[src/hw/rtl/uafu_pkg.sv]
// shared types, request codes and constants of the usb audio feature unit
`default_nettype none

package uafu_pkg;

    // stream widths
    localparam int S_TDATA_W = 96;
    localparam int M_TDATA_W = 64;

    // item modes carried on s_tuser
    localparam logic [1:0] MODE_CTRL = 2'd0;
    localparam logic [1:0] MODE_CAP  = 2'd1;
    localparam logic [1:0] MODE_PLAY = 2'd2;

    // request sub-kinds (low two bits of req_kind), bit 2 marks a set
    localparam logic [1:0] SUB_CUR = 2'd0;
    localparam logic [1:0] SUB_MIN = 2'd1;
    localparam logic [1:0] SUB_MAX = 2'd2;
    localparam logic [1:0] SUB_RES = 2'd3;

    // control selectors
    localparam logic [7:0] CS_MUTE       = 8'h01;
    localparam logic [7:0] CS_VOLUME     = 8'h02;
    localparam logic [7:0] CS_BASS_BOOST = 8'h09;
    localparam logic [7:0] CS_RATE       = 8'h01;

    // unit and endpoint addresses
    localparam logic [15:0] TGT_CAP_A  = 16'h0600;
    localparam logic [15:0] TGT_CAP_B  = 16'h0200;
    localparam logic [15:0] TGT_PLAY   = 16'h0100;
    localparam logic [15:0] EP_CAP     = 16'h0084;
    localparam logic [15:0] EP_PLAY    = 16'h0001;

    // fixed volume words
    localparam logic [23:0] VOL_MIN_WORD = 24'h008001;
    localparam logic [23:0] VOL_MAX_WORD = 24'h000800;
    localparam logic [23:0] VOL_RES_WORD = 24'h000088;

    // volume code to word: (v * 0x8800 + 127) / 255 + 0x8000
    localparam logic [15:0] VOL_STEP      = 16'h8800;
    localparam logic [6:0]  VOL_ROUND     = 7'd127;
    localparam logic [15:0] VOL_WORD_BIAS = 16'h8000;

    // word to volume code: ((w - 0x8000) * 255 + 0x4400) / 0x8800
    localparam logic [23:0] VOL_SET_BIAS = 24'h004400;
    localparam logic [12:0] VOL_CLAMP_Y  = 13'd4352;   // 256 * 17
    localparam logic [15:0] RECIP17      = 16'd61681;  // ceil(2^20 / 17)
    localparam logic [7:0]  VOL_MAX_CODE = 8'hFF;

    // reset values
    localparam logic [7:0]  VOL_RESET  = 8'd240;
    localparam logic [23:0] RATE_RESET = 24'd48000;

    // pipeline stage enables
    typedef struct packed {
        logic s1;
        logic a;
        logic b;
        logic c;
        logic d;
    } uafu_en_t;

    // operands of one scaling lane: (a * b + c) / 255, sign applied later
    typedef struct packed {
        logic        neg;
        logic [15:0] a;
        logic [7:0]  b;
        logic [6:0]  c;
    } uafu_lane_in_t;

    typedef struct packed {
        logic        neg;
        logic [15:0] q;
    } uafu_lane_out_t;

    // per-item info that rides alongside the lanes
    typedef struct packed {
        logic        is_ctrl;
        logic        is_cap;
        logic        stall;
        logic [1:0]  len;
        logic [23:0] val;
        logic        vol_cur;
    } uafu_meta_t;

endpackage

`default_nettype wire

[src/hw/rtl/usb_audio_feature_unit.sv]
// top level of the usb audio feature unit: request handling and sample scaling
//
//  channel  | handshake         | payload
//  ---------+-------------------+--------------------------------------------
//  s_       | s_tvalid/s_tready | s_tuser mode, s_tdata request and samples
//  m_       | m_tvalid/m_tready | m_tdata reply and scaled samples
//
// five register stages from accept to m_tvalid; one item per cycle while m_tready
// is high; the decode stage updates control state at accept
// two lanes scale left and right; lane 0 also converts a volume code for GET_CUR
// aresetn clears control state and stage valid bits, payload is not reset
// each stage holds while the next one is full and stalled, bubbles collapse
// items that give no result (streaming off, unknown mode) never enter the pipe
`default_nettype none

module usb_audio_feature_unit import uafu_pkg::*; (
    input  logic                 aclk,
    input  logic                 aresetn,
    input  logic                 s_tvalid,
    output logic                 s_tready,
    // req_kind, to_endpoint, selector, channel, target, set_value,
    // sample_a, sample_b, stereo, stream_on, zero pad
    input  logic [S_TDATA_W-1:0] s_tdata,
    // mode
    input  logic [1:0]           s_tuser,
    output logic                 m_tvalid,
    input  logic                 m_tready,
    // stall_res, reply_len, reply_value, out_left, out_right, zero pad
    output logic [M_TDATA_W-1:0] m_tdata
);

    logic v1_reg;
    logic va_reg;
    logic vb_reg;
    logic vc_reg;
    logic vd_reg;

    uafu_en_t       en;
    logic           s_acc;
    logic           has_result;
    uafu_meta_t     meta;
    uafu_lane_in_t  lane0_in;
    uafu_lane_in_t  lane1_in;
    uafu_lane_out_t lane0_out;
    uafu_lane_out_t lane1_out;

    logic        stall_res;
    logic [1:0]  reply_len;
    logic [23:0] reply_value;
    logic [15:0] out_left;
    logic [15:0] out_right;

    // stage enables: a stage moves when it is empty or the next one moves
    always_comb begin
        en.d  = !vd_reg || m_tready;
        en.c  = !vc_reg || en.d;
        en.b  = !vb_reg || en.c;
        en.a  = !va_reg || en.b;
        en.s1 = !v1_reg || en.a;
    end

    assign s_tready = en.s1;
    assign s_acc    = s_tvalid && s_tready;

    // stage valid bits
    always_ff @(posedge aclk) begin
        if (!aresetn) begin
            v1_reg <= 1'b0;
            va_reg <= 1'b0;
            vb_reg <= 1'b0;
            vc_reg <= 1'b0;
            vd_reg <= 1'b0;
        end else begin
            if (en.s1) begin
                v1_reg <= s_acc && has_result;
            end
            if (en.a) begin
                va_reg <= v1_reg;
            end
            if (en.b) begin
                vb_reg <= va_reg;
            end
            if (en.c) begin
                vc_reg <= vb_reg;
            end
            if (en.d) begin
                vd_reg <= vc_reg;
            end
        end
    end

    // decode and control state
    uafu_req u_req (
        .aclk        (aclk),
        .aresetn     (aresetn),
        .in_acc      (s_acc),
        .en          (en),
        .mode        (s_tuser),
        .req_kind    (s_tdata[2:0]),
        .to_endpoint (s_tdata[3]),
        .selector    (s_tdata[11:4]),
        .channel     (s_tdata[19:12]),
        .target      (s_tdata[35:20]),
        .set_value   (s_tdata[59:36]),
        .sample_a    (s_tdata[75:60]),
        .sample_b    (s_tdata[91:76]),
        .stereo      (s_tdata[92]),
        .stream_on   (s_tdata[93]),
        .has_result  (has_result),
        .meta        (meta),
        .lane0       (lane0_in),
        .lane1       (lane1_in)
    );

    // scaling lanes
    uafu_lane u_lane0 (
        .aclk     (aclk),
        .en       (en),
        .lane_in  (lane0_in),
        .lane_out (lane0_out)
    );

    uafu_lane u_lane1 (
        .aclk     (aclk),
        .en       (en),
        .lane_in  (lane1_in),
        .lane_out (lane1_out)
    );

    // merge and output register
    uafu_merge u_merge (
        .aclk        (aclk),
        .en          (en),
        .meta_in     (meta),
        .lane0       (lane0_out),
        .lane1       (lane1_out),
        .stall_res   (stall_res),
        .reply_len   (reply_len),
        .reply_value (reply_value),
        .out_left    (out_left),
        .out_right   (out_right)
    );

    assign m_tvalid = vd_reg;
    assign m_tdata  = {5'd0, out_right, out_left, reply_value, reply_len, stall_res};

endmodule

`default_nettype wire

[src/hw/rtl/uafu_req.sv]
// request decode, control state and lane operand setup (first pipeline stage)
`default_nettype none

module uafu_req import uafu_pkg::*; (
    input  logic                 aclk,
    input  logic                 aresetn,
    input  logic                 in_acc,
    input  uafu_en_t             en,
    input  logic [1:0]           mode,
    input  logic [2:0]           req_kind,
    input  logic                 to_endpoint,
    input  logic [7:0]           selector,
    input  logic [7:0]           channel,
    input  logic [15:0]          target,
    input  logic [23:0]          set_value,
    input  logic [15:0]          sample_a,
    input  logic [15:0]          sample_b,
    input  logic                 stereo,
    input  logic                 stream_on,
    output logic                 has_result,
    output uafu_meta_t           meta,
    output uafu_lane_in_t        lane0,
    output uafu_lane_in_t        lane1
);

    // control state
    logic        cap_mute_reg;
    logic        play_mute_reg;
    logic [7:0]  cap_vol_reg;
    logic [7:0]  play_vol0_reg;
    logic [7:0]  play_vol1_reg;
    logic [23:0] cap_rate_reg;
    logic [23:0] play_rate_reg;

    // stage registers
    uafu_meta_t    meta_reg;
    uafu_lane_in_t lane0_reg;
    uafu_lane_in_t lane1_reg;

    logic [1:0]  sub;
    logic        is_set;
    logic        ch_ok;
    logic        ch_sel;
    logic        cap;
    logic        play;
    logic        rate_hit;
    logic [15:0] vdiff;
    logic [23:0] wx;
    logic [12:0] wy;
    logic [28:0] wprod;
    logic [7:0]  set_vol;

    logic        c_stall;
    logic [1:0]  c_len;
    logic [23:0] c_val;
    logic        c_vcur;
    logic [7:0]  c_vol;
    logic        wr_rate;
    logic        wr_mute;
    logic        wr_vol;

    logic        sa_neg;
    logic [15:0] sa_mag;
    logic [15:0] sb_src;
    logic        sb_neg;
    logic [15:0] sb_mag;

    uafu_meta_t    meta_next;
    uafu_lane_in_t lane0_next;
    uafu_lane_in_t lane1_next;

    // request fields
    always_comb begin
        sub      = req_kind[1:0];
        is_set   = req_kind[2];
        ch_ok    = (channel == 8'd1) || (channel == 8'd2);
        ch_sel   = (channel == 8'd2);
        cap      = (target == TGT_CAP_A) || (target == TGT_CAP_B);
        play     = (target == TGT_PLAY);
        rate_hit = (selector == CS_RATE) && (sub == SUB_CUR)
                   && ((target == EP_CAP) || (target == EP_PLAY));
    end

    // set word to volume code, divide by 0x8800 as shift by 11 then by 17
    always_comb begin
        vdiff   = {~set_value[15], set_value[14:0]};
        wx      = {vdiff, 8'd0} - {8'd0, vdiff} + VOL_SET_BIAS;
        wy      = wx[23:11];
        wprod   = 29'(wy) * 29'(RECIP17);
        set_vol = (wy >= VOL_CLAMP_Y) ? VOL_MAX_CODE : wprod[27:20];
    end

    // control request decode
    always_comb begin
        c_stall = 1'b1;
        c_len   = 2'd0;
        c_val   = 24'd0;
        c_vcur  = 1'b0;
        c_vol   = cap_vol_reg;
        wr_rate = 1'b0;
        wr_mute = 1'b0;
        wr_vol  = 1'b0;
        if (to_endpoint) begin
            if (rate_hit) begin
                c_stall = 1'b0;
                if (is_set) begin
                    wr_rate = 1'b1;
                end else begin
                    c_len = 2'd3;
                    c_val = (target == EP_CAP) ? cap_rate_reg : play_rate_reg;
                end
            end
        end else if ((cap || play) && !is_set) begin
            if ((selector == CS_MUTE) && (sub == SUB_CUR)) begin
                c_stall = 1'b0;
                c_len   = 2'd1;
                c_val   = {23'd0, cap ? cap_mute_reg : play_mute_reg};
            end else if (selector == CS_VOLUME) begin
                unique case (sub)
                    SUB_MIN: begin
                        c_stall = 1'b0;
                        c_len   = 2'd2;
                        c_val   = VOL_MIN_WORD;
                    end
                    SUB_MAX: begin
                        c_stall = 1'b0;
                        c_len   = 2'd2;
                        c_val   = VOL_MAX_WORD;
                    end
                    SUB_RES: begin
                        c_stall = 1'b0;
                        c_len   = 2'd2;
                        c_val   = VOL_RES_WORD;
                    end
                    SUB_CUR: begin
                        if (cap || ch_ok) begin
                            c_stall = 1'b0;
                            c_len   = 2'd2;
                            c_vcur  = 1'b1;
                            if (!cap) begin
                                c_vol = ch_sel ? play_vol1_reg : play_vol0_reg;
                            end
                        end
                    end
                endcase
            end else if (play && (selector == CS_BASS_BOOST) && (sub == SUB_CUR)) begin
                c_stall = 1'b0;
                c_len   = 2'd1;
            end
        end else if ((cap || play) && (sub == SUB_CUR)) begin
            if (selector == CS_MUTE) begin
                c_stall = 1'b0;
                wr_mute = 1'b1;
            end else if (selector == CS_VOLUME) begin
                if (cap || ch_ok) begin
                    c_stall = 1'b0;
                    wr_vol  = 1'b1;
                end
            end
        end
    end

    // state updates on an accepted control item
    always_ff @(posedge aclk) begin
        if (!aresetn) begin
            cap_mute_reg  <= 1'b0;
            play_mute_reg <= 1'b0;
            cap_vol_reg   <= VOL_RESET;
            play_vol0_reg <= VOL_RESET;
            play_vol1_reg <= VOL_RESET;
            cap_rate_reg  <= RATE_RESET;
            play_rate_reg <= RATE_RESET;
        end else if (in_acc && (mode == MODE_CTRL)) begin
            if (wr_rate) begin
                if (target == EP_CAP) begin
                    cap_rate_reg <= set_value;
                end else begin
                    play_rate_reg <= set_value;
                end
            end
            if (wr_mute) begin
                if (cap) begin
                    cap_mute_reg <= set_value[0];
                end else begin
                    play_mute_reg <= set_value[0];
                end
            end
            if (wr_vol) begin
                if (cap) begin
                    cap_vol_reg <= set_vol;
                end else if (ch_sel) begin
                    play_vol1_reg <= set_vol;
                end else begin
                    play_vol0_reg <= set_vol;
                end
            end
        end
    end

    // sample magnitudes
    always_comb begin
        sa_neg = sample_a[15];
        sa_mag = sa_neg ? (~sample_a + 16'd1) : sample_a;
        sb_src = stereo ? sample_b : sample_a;
        sb_neg = sb_src[15];
        sb_mag = sb_neg ? (~sb_src + 16'd1) : sb_src;
    end

    // lane operands and item info
    always_comb begin
        has_result = (mode == MODE_CTRL)
                     || (((mode == MODE_CAP) || (mode == MODE_PLAY)) && stream_on);

        meta_next.is_ctrl = (mode == MODE_CTRL);
        meta_next.is_cap  = (mode == MODE_CAP);
        meta_next.stall   = c_stall;
        meta_next.len     = c_len;
        meta_next.val     = c_val;
        meta_next.vol_cur = c_vcur;

        if (mode == MODE_CTRL) begin
            lane0_next.neg = 1'b0;
            lane0_next.a   = VOL_STEP;
            lane0_next.b   = c_vol;
            lane0_next.c   = VOL_ROUND;
        end else begin
            lane0_next.neg = sa_neg;
            lane0_next.a   = sa_mag;
            lane0_next.b   = (mode == MODE_CAP) ? cap_vol_reg : play_vol0_reg;
            lane0_next.c   = 7'd0;
        end

        lane1_next.neg = sb_neg;
        lane1_next.a   = sb_mag;
        lane1_next.b   = play_vol1_reg;
        lane1_next.c   = 7'd0;
    end

    // first stage register
    always_ff @(posedge aclk) begin
        if (en.s1) begin
            meta_reg  <= meta_next;
            lane0_reg <= lane0_next;
            lane1_reg <= lane1_next;
        end
    end

    assign meta  = meta_reg;
    assign lane0 = lane0_reg;
    assign lane1 = lane1_reg;

endmodule

`default_nettype wire

[src/hw/rtl/uafu_lane.sv]
// one scaling lane: (a * b + c) / 255 over three stages
`default_nettype none

module uafu_lane import uafu_pkg::*; (
    input  logic           aclk,
    input  uafu_en_t       en,
    input  uafu_lane_in_t  lane_in,
    output uafu_lane_out_t lane_out
);

    logic [23:0] p_a_reg;
    logic        neg_a_reg;
    logic [23:0] p_b_reg;
    logic [15:0] qe_b_reg;
    logic        neg_b_reg;
    logic [15:0] q_c_reg;
    logic        neg_c_reg;

    logic [23:0] p_a_next;
    logic [23:0] sum_b;
    logic [23:0] rem_c;
    logic [15:0] q_c_next;

    // product and rounding offset
    always_comb begin
        p_a_next = 24'(lane_in.a) * 24'(lane_in.b) + 24'(lane_in.c);
    end

    // quotient estimate p/256 * (1 + 1/256 + 1/65536), low by at most one
    always_comb begin
        sum_b = p_a_reg + {8'd0, p_a_reg[23:8]} + {16'd0, p_a_reg[23:16]};
    end

    // correction from the remainder
    always_comb begin
        rem_c    = p_b_reg - {qe_b_reg, 8'd0} + {8'd0, qe_b_reg};
        q_c_next = (rem_c >= 24'd255) ? (qe_b_reg + 16'd1) : qe_b_reg;
    end

    always_ff @(posedge aclk) begin
        if (en.a) begin
            p_a_reg   <= p_a_next;
            neg_a_reg <= lane_in.neg;
        end
        if (en.b) begin
            p_b_reg   <= p_a_reg;
            qe_b_reg  <= sum_b[23:8];
            neg_b_reg <= neg_a_reg;
        end
        if (en.c) begin
            q_c_reg   <= q_c_next;
            neg_c_reg <= neg_b_reg;
        end
    end

    assign lane_out.q   = q_c_reg;
    assign lane_out.neg = neg_c_reg;

endmodule

`default_nettype wire

[src/hw/rtl/uafu_merge.sv]
// item info delay line and merge of lane results into the output register
`default_nettype none

module uafu_merge import uafu_pkg::*; (
    input  logic           aclk,
    input  uafu_en_t       en,
    input  uafu_meta_t     meta_in,
    input  uafu_lane_out_t lane0,
    input  uafu_lane_out_t lane1,
    output logic           stall_res,
    output logic [1:0]     reply_len,
    output logic [23:0]    reply_value,
    output logic [15:0]    out_left,
    output logic [15:0]    out_right
);

    uafu_meta_t  meta_a_reg;
    uafu_meta_t  meta_b_reg;
    uafu_meta_t  meta_c_reg;

    logic        stall_reg;
    logic [1:0]  len_reg;
    logic [23:0] val_reg;
    logic [15:0] left_reg;
    logic [15:0] right_reg;

    logic        stall_next;
    logic [1:0]  len_next;
    logic [23:0] val_next;
    logic [15:0] left_next;
    logic [15:0] right_next;
    logic [15:0] s0;
    logic [15:0] s1;

    // keep item info in step with the lanes
    always_ff @(posedge aclk) begin
        if (en.a) begin
            meta_a_reg <= meta_in;
        end
        if (en.b) begin
            meta_b_reg <= meta_a_reg;
        end
        if (en.c) begin
            meta_c_reg <= meta_b_reg;
        end
    end

    // sign restore and result select
    always_comb begin
        s0 = lane0.neg ? (~lane0.q + 16'd1) : lane0.q;
        s1 = lane1.neg ? (~lane1.q + 16'd1) : lane1.q;
        if (meta_c_reg.is_ctrl) begin
            stall_next = meta_c_reg.stall;
            len_next   = meta_c_reg.len;
            val_next   = meta_c_reg.vol_cur ? {8'd0, lane0.q + VOL_WORD_BIAS}
                                            : meta_c_reg.val;
            left_next  = 16'd0;
            right_next = 16'd0;
        end else begin
            stall_next = 1'b0;
            len_next   = 2'd0;
            val_next   = 24'd0;
            left_next  = s0;
            right_next = meta_c_reg.is_cap ? 16'd0 : s1;
        end
    end

    // output register
    always_ff @(posedge aclk) begin
        if (en.d) begin
            stall_reg <= stall_next;
            len_reg   <= len_next;
            val_reg   <= val_next;
            left_reg  <= left_next;
            right_reg <= right_next;
        end
    end

    assign stall_res   = stall_reg;
    assign reply_len   = len_reg;
    assign reply_value = val_reg;
    assign out_left    = left_reg;
    assign out_right   = right_reg;

endmodule

`default_nettype wire

[config.mk]
export PLATFORM = sky130hd
export DESIGN_NAME = usb_audio_feature_unit
export DESIGN_NICKNAME = d
export VERILOG_FILES = /design/src/hw/rtl/uafu_pkg.sv /design/src/hw/rtl/usb_audio_feature_unit.sv /design/src/hw/rtl/uafu_req.sv /design/src/hw/rtl/uafu_lane.sv /design/src/hw/rtl/uafu_merge.sv
export SDC_FILE = /design/constraint.sdc
export NUM_CORES = 2
export LEC_CHECK = 0
export BUFFER_PORTS_ARGS = -buffer_cell sky130_fd_sc_hd__buf_2
export CAP_MARGIN = 0
export CORE_UTILIZATION = 50
export CTS_CLUSTER_SIZE = 20
export DETAILED_ROUTE_END_ITERATION = 10
export PLACE_DENSITY = 0.75
export SKIP_CTS_REPAIR_TIMING = 1
export SLEW_MARGIN = 40
export SYNTH_ARGS = -nofsm -noshare
export SYNTH_HDL_FRONTEND = slang
export SYNTH_SLANG_ARGS = --single-unit
[constraint.sdc]
create_clock -name aclk -period 18.35 [get_ports aclk]
set_input_delay 0.9175 -clock aclk [delete_from_list [all_inputs] [get_ports aclk]]
set_output_delay 0.9175 -clock aclk [all_outputs]
set_load 0.05 [all_outputs]
==> reports/qor.yml <==
sta:
  min_period_over_period: 0.4881
  final_hold_viol_count: 0
  worst_pin_slew_ps: 825.8
  maxSlewHeadroom: 0.4494
  setup_viol: 0
  skew_ps: 36.88
  final_max_slew_viol_count: 0
  setup_tns_ps: 0
  holdWs_ps: 389.2
  max_freq_ghz: 0.1117
  period_needed_ps: 8956
  rsz0062_at_grt: "false"
die:
  die_h_um: 267.0
  fp.dieW_um: 267.0
  die_area_um2: 71300
  initial_core_util: 0.5084
  core-area_um2: 69070
  io_pins: 168
  rows: 96
worst_setup_path:
  worst_setup_path_end_kind: "register"
  slowest_delay_ps: 640
  crit_path_top_delay_cell: "fa_1"
  critPathKind: "primary input to register"
  crit_path_max_fanout: 6
  crit_arrival_ps: 9410
  cp.required_ps: 18810
  cp-start-kind: "primary input"
place:
  place_hpwl_mm: 61.07
  io_buffers: 160
  place.gp.congestion: 0.9264
synth:
  ys_warn_count: 0
  ys_types: 86
  avgSynthCellArea_um2: 10.39
  ys_seq_elements: 474
  synthCells: 3381
  synth_area_um2: 35120
  ys_seq_area_frac: 0.3828
  synth_edf_count: 395
  synthFlopType: "edfxtp_1"
  ys_async_sr_fraction: 0
cts:
  clk_pin_slew_ps: 60
  cts_tree: "built"
  htreeDepth: 2
  cts-root-buf: "clkbuf_16"
  numCtsBuffers: 49
  cts.path.max_buffers: 3
  clock-sinks: 474
  clk_latency_ps: 630
finish:
  finalNetCount: 4211
  drive_gt1_frac: 0.08020
  seq_area_um2: 13440
  multi_input_area_um2: 19550
  syn2layout_area_growth_pct: 9.716
  fillCellCount: 5806
  final_common_cell: "inv_1"
  final_cell_mix: "inv_1, edfxtp_1, nand2_1"
detailed_routing:
  vias_per_cell: 5.367
  wl_per_cell_um: 17.31
  drc: 0
  drt-total-wl_mm: 77.88
  vias: 24150
  final_antenna_net_count: 0
  dr.pass1.iters: 5
  drt_iter0_markers: 1951
global_route:
  grt_max_degree: 81
  antenna_found_initial: 6
  grt_first_pass_wirelength_mm: 125.4
  grt_pass1_vias: 23700
  grtUsageTotal: 0.2245
  grt_overflow: 0
job:
  maxCapViolations: 0
status:
  status: "finished clean"
worst_hold_path:
  hp-class: "register to register"
[synthesized netlist by cell type (67+ instances only)]
cell	count	share of area
ha_1	329	0.12
nor2_1	184	0.020
and2_1	147	0.026
edfxtp_1	395	0.34
nand2_1	364	0.039
nand3_1	67	0.0095
fa_1	253	0.14
o21ai_0	81	0.012
dfxtp_1	79	0.045
xnor2_1	117	0.029
nor3_1	73	0.010
inv_1	479	0.051
xor2_1	70	0.017
a21oi_1	180	0.026
[cells by family (layout without fill, tap and decap cells)]
group           Yosys count  after routing  synth area share
other cells               1              7         0.0001068
simple gates           1047           1047            0.1465
fa+ha+maj               582            582            0.2615
flops                   474            474            0.3828
mux                      58             58           0.01660
buf+inv                 567            748           0.06200
compound gates          465            465           0.08391
xor+xnor                187            187           0.04664
[layer usage]
metal / wire (µm) / vias up / share of wire / track usage
li1: - / 11740 / - / -
met5: 23 / - / 0.00030 / 0
met2: 35430 / 712 / 0.45 / 0.3618
met3: 5266 / 131 / 0.068 / 0.03653
met4: 2048 / 4 / 0.026 / 0.06788
met1: 35110 / 11570 / 0.45 / 0.3109
[critical path, delay by kind of cell]
family                   cells  cell delay, ps
adder cells (fa/ha/maj)      8            3580
AO/OA/AOI/OAI                9            1920
AND/OR/NAND/NOR              7            1340
buffers and inverters        7             790
XOR/XNOR                     2             580
multiplexers                 1             260
[path summary, 6_finish.rpt]
kind	start	end	slack, ps	depth (start not counted)
hold / removal	u_merge.meta_b_reg[5]	u_merge.meta_c_reg[5]	390	0
setup reg to reg	u_req.lane1[9]	u_lane1.p_a_reg[23]	12710	18
setup / recovery	s_tdata[38]	u_req.play_vol1_reg[6]	9390	34
hold reg to reg	u_merge.meta_b_reg[5]	u_merge.meta_c_reg[5]	390	0
[per-stage QoR]
step	setup slack (ps)	utilization	area, µm²	std cells
after floorplan	9803	-	35130	3385
after global placement	8939	0.5337	36860	4405
after detailed placement	8843	0.5341	36890	4407
after CTS	9454	0.5575	38510	4497
after global routing	8670	0.5578	38520	4497
final	9394	0.5578	38530	4499
[cell type report]
cell class | instances | share of cell area
Tap cell | 931 | 0.03023
Antenna cell | 2 | 0.0001299
Inverter | 481 | 0.04686
Timing Repair Buffer | 177 | 0.02439
Clock buffer | 64 | 0.03517
Multi-Input combinational cell | 2344 | 0.5075
Sequential cell | 474 | 0.3489
Clock inverter | 26 | 0.006787
Power is left out: the tool's default activity adds up to more than one toggle a clock period on the data nets, which glitch-free logic cannot reach.
